[config.mk]
export PLATFORM = sky130hd
export DESIGN_NAME = nps_ram
export DESIGN_NICKNAME = d
export VERILOG_FILES = /design/src/rtl/assert_macros.svh /design/src/rtl/nps_ram.sv
export SDC_FILE = /design/constraint.sdc
export NUM_CORES = 1
export LEC_CHECK = 0
export BUFFER_PORTS_ARGS = -buffer_cell sky130_fd_sc_hd__buf_2
export CELL_PAD_IN_SITES_DETAIL_PLACEMENT = 1
export CELL_PAD_IN_SITES_GLOBAL_PLACEMENT = 1
export CORE_ASPECT_RATIO = 1.75
export CORE_UTILIZATION = 48
export DETAILED_ROUTE_END_ITERATION = 6
export GPL_ROUTABILITY_DRIVEN = 0
export GPL_TIMING_DRIVEN = 1
export PLACE_DENSITY = 0.74
export SYNTH_ARGS = -nofsm -noshare
export SYNTH_HDL_FRONTEND = slang
export SYNTH_SLANG_ARGS = --single-unit
[constraint.sdc]
create_clock -name aclk -period 1.51 [get_ports aclk]
set_input_delay 0.151 -clock aclk [delete_from_list [all_inputs] [get_ports aclk]]
set_output_delay 0.151 -clock aclk [all_outputs]
set_load 0.03 [all_outputs]
[src/rtl/assert_macros.svh]
// Assertion macros shared by the RTL of the nearest point search block.
// Each macro samples on aclk and is quiet while aresetn is low.
`ifndef ASSERT_MACROS_SVH
`define ASSERT_MACROS_SVH

// Check that a condition holds at every clock edge
`define AST_ALWAYS(label, cond, msg) \
    label: assert property (@(posedge aclk) disable iff (!aresetn) (cond)) else $error(msg);

// Check that a consequent holds whenever the antecedent holds
`define AST_IMPLY(label, ante, cons, msg) \
    label: assert property (@(posedge aclk) disable iff (!aresetn) (ante) |-> (cons)) \
        else $error(msg);

`endif

[src/rtl/nps_ram.sv]
// Generic single-port-write, single-port-read RAM with registered read.
// Stands alone; no package needed.
`timescale 1ns / 1ps

module nps_ram #(
    parameter int WIDTH = 8,
    parameter int DEPTH = 16
) (
    input  logic                     aclk,
    input  logic                     we,
    input  logic [$clog2(DEPTH)-1:0] waddr,
    input  logic [WIDTH-1:0]         wdata,
    input  logic [$clog2(DEPTH)-1:0] raddr,
    output logic [WIDTH-1:0]         rdata
);

    logic [WIDTH-1:0] mem [DEPTH];

    // Write and registered read
    always_ff @(posedge aclk) begin
        if (we) begin
            mem[waddr] <= wdata;
        end
        rdata <= mem[raddr];
    end

endmodule

==> results <==
- The detail route stage leaves a number of antenna-violating nets equal to 0.
- The initial core utilization is between 40% and 50%.
- The setup TNS after final layout is 0 ns.
- The average instance in the mapped netlist occupies ~22 um2.
- The clock network is responsible for roughly half of the overall power.
- The clock drives 136 sinks.
- The share of the synthesized netlist area taken by xor and xnor gates is 0%.
- The shortest clock period the worst path allows after layout is roughly 1.4 ns.
- The cell area that synthesis handed to floorplanning was about 5000 um2.
- The number of remaining DRC errors is 0.
- For this block, the via count after detailed routing is 2465.
- Summing the areas of all compound-gate instances in the mapped netlist gives 2.33% of the synthesized area.
- Compared with the post-synthesis result, the final layout area differs by 20.6%.
- The clock reaches the later pin of the worst-skew pair after roughly 0.40 ns.
- By area, the combinational part of the netlist is dominated by multiplexers.
- The area of the multi-input gates is roughly 1100 um2.
- Setup repair after global routing left no endpoint under its margin.
- The sort of element at the end of the critical path is a flop.
- The total overflow reported by the global router is 0.
- The width of the chip is between 80 and 90 um.
- By startpoint and endpoint, the worst setup path is classified as reg -> reg.
- The tree is rooted in a clkbuf_16.
- The number of buffers added by the clock tree synthesis step is 17.
- The sequential area share after synthesis is 77.8%.
- The number of primary I/O pins is 26.
- The maximum operating frequency is about 720 MHz.
- The initial antenna violation count is 0.
- The actual slew at the worst max-slew pin is approximately 0.44 ns.
- The completed layout was analyzed and its total power is ~9.1 mW.
- The number of port buffers is 25.
- Entering global routing, the biggest net connects 33 pins.
- Setup violations remaining at the end of the flow were counted as 0.
- The internal power is approximately 7.3 mW.
- The standard cell core area is ~10000 um2.
- Combinational logic is responsible for 5.0% of the overall power.
- The maximum fanout encountered on the critical timing path is 1.
- The number of cells on the worst reg-to-reg path is 3.
- The number of nets handed over by synthesis was between 200 and 250.
- The post-CTS setup buffer count is 0.
- The fraction of power spent switching nets is roughly 19%.
- Of the total synthesized cell area, the portion taken by AND, OR, NAND and NOR gates is under 10%.
- Max-cap violations in this run came to 0.
- The data arrival time of the critical path is around 1.7 ns.
- The die covers 11200 um2.
- The number of fill cells is 870.
- The setup skew after layout is 0.00304 ns.
- The final cell utilization of the core is between 50 and 60%.
- For this design, the CTS-stage hold fixing added 0 buffers.
- Using the TritonRoute via totals, the vias-per-cell ratio works out to about 5.8.
- The die is around 140 um tall.
- The number of endpoints with negative hold slack in the final report is 0.
- The final layout contains 306 nets.
- The instance count of the mapped netlist is about 230.
- Multiplexer cells account for ~15% of the synthesized area.
- TritonCTS built the clock tree.
- The initialized floorplan defines about 50 standard-cell rows.
- In this run the worst hold path is classified as in -> reg.
- Measured against its own limit, the worst slew margin works out to slightly above 70%.
- The combined global-route utilization of all metal layers is between 20% and 30%.
- The first global-routing pass estimated 16700 um of wire.
- Power spread over the standard cell area amounts to ~1500 nW/um2.
- The static leakage is ~2.1 nW.
- The final routed wire length divided by cell count is about 25 um.
- The netlist uses 19 different library cells.
- The count of final max-slew check failures was 0.
- The post-route netlist has roughly a third of its cells at a drive strength greater than 1.
- The fraction of the mapped netlist area in adder cells is 0%.
- The buffer depth of the longest clock path is 2.
- In this run the number of H-tree levels came out at 4.
- The worst setup path is launched from a flop.
- The part of the cycle the worst path needs is roughly nine tenths.
- The via count of the first global-routing pass was ~2800.
- The post-DP HPWL is 7040 um.
- Of the total power, registers draw between 40% and 50%.
- The number of stages on the worst hold path is 1.
- For this block, the routed nets add up to ~11000 um of wire.
- The first TritonRoute pass finished after 4 iterations.
- The number of inserted diodes is 0.
- The count of state elements after synthesis is ~140.
- The flow ran to the end, and the final reports show no timing, DRC or antenna violations.
- The number of gates given a new drive strength after cts is 0.
- The initial DRC count is approximately 170.
- The worst voltage drop across the vdd grid is between 1 and 1.5 mV.
- The data required time at the worst endpoint is approximately 1.8 ns.
- Across the whole layout, storage elements account for approximately 4000 um2.
- The Yosys step of the flow raised 0 warnings.
- The post-CTS clock slew at the launch and capture registers of the worst setup and hold paths is 0.05 ns.
- The net switching power of the design is around 1.8 mW.
-- stage by stage --
stage               hold slack [ns]  cells  area, um2  setup slack (ns)
CTS                           0.116    428       6210             0.122
detailed placement            0.556    396       5580           -0.0642
global route                  0.124    428       6210            0.0499
floorplan                     0.250    229       5150            0.0929
finish                        0.135    428       6210             0.128
global placement              0.517    396       5580           -0.0309
-- worst max-delay path, cell delays in order (launching register included) --
cell and delay (ns):
edfxtp_1 0.40, mux4_1 0.54, a22oi_1 0.25, nand2_1 0.08
-- cells by family after synthesis --
kind of cell | after synthesis
and+or+nand+nor | 35
DFF | 136
AOI/OAI and AO/OA | 16
buffers and inverters | 10
muxes | 32
-- placed cells by master, fill, tap and decap left out --
cell type / instances
edfxtp_1: 128
buf_2: 25
buf_4: 22
mux4_2: 18
clkbuf_16: 17
a22oi_1: 16
mux4_1: 14
nor2_1: 13
nand2_1: 9
dfxtp_1: 8
bufinv_16: 5
nor3_1: 3
clkinv_1: 3
clkinv_2: 3
clkinvlp_4: 3
buf_12: 3
nand3b_1: 2
nand2b_1: 2
nor2b_1: 1
and2_1: 1
and2b_1: 1
nand3_1: 1
or3b_2: 1
nor3_2: 1
clkinv_4: 1
-- per-layer routing --
| metal | global-route usage [%] | wire length (um) | vias up |
|---|---|---|---|
| li1 | - | - | 1093 |
| met1 | 26.2 | 4020 | 1285 |
| met2 | 37.9 | 6230 | 72 |
| met3 | 5.20 | 410 | 15 |
| met4 | 10.2 | 188 | 0 |
| met5 | 0 | 0 | - |
-- flip-flops by register name (all words and copies together) (netlist names) --
register	count
rdata	8
mem	128
-- power by group through the flow --
stage / logic [mW] / clock network, mW / registers (mW)
after detailed placement: 0.451 / 0 / 4.33
final: 0.450 / 4.36 / 4.25
after global placement: 0.433 / 0 / 4.32
after floorplan: 0.215 / 0 / 4.37
after global routing: 0.489 / 4.59 / 4.26
after CTS: 0.461 / 4.44 / 4.25
-- worst paths after layout --
kind | from | endpoint | slack, ns
setup / recovery | mem[0][5] | rdata[5] | 0.13
setup reg to reg | mem[0][5] | rdata[5] | 0.13
hold / removal | wdata[2] | mem[13][2] | 0.13
hold reg to reg | mem[13][2] | rdata[2] | 0.67
-- final cells by class --
cell class	count	share of cell area, %
timing repair buffer	50	5.64
clock buffer	17	6.85
clock inverter	15	3.35
sequential	136	64.5
tap	127	2.56
multi-input combinational	83	17.1
-- synthesized netlist by cell type --
master           instances  area share [%]
a22oi_1                 16             2.3
and2_1                   1            0.12
and2b_1                  1            0.15
buf_2                    3            0.29
buf_4                    1            0.15
buf_6                    3            0.66
clkdlybuf4s25_2          3            0.58
dfxtp_1                  8             3.1
edfxtp_1               128              75
mux4_1                  14             7.1
mux4_2                  18             7.9
nand2_1                  9            0.66
nand2b_1                 2            0.24
nand3_1                  1           0.097
nand3b_1                 2            0.29
nor2_1                  13            0.95
nor2b_1                  1            0.12
nor3_1                   4            0.39
or3b_2                   1            0.17
(Power assumes the default switching activity.)
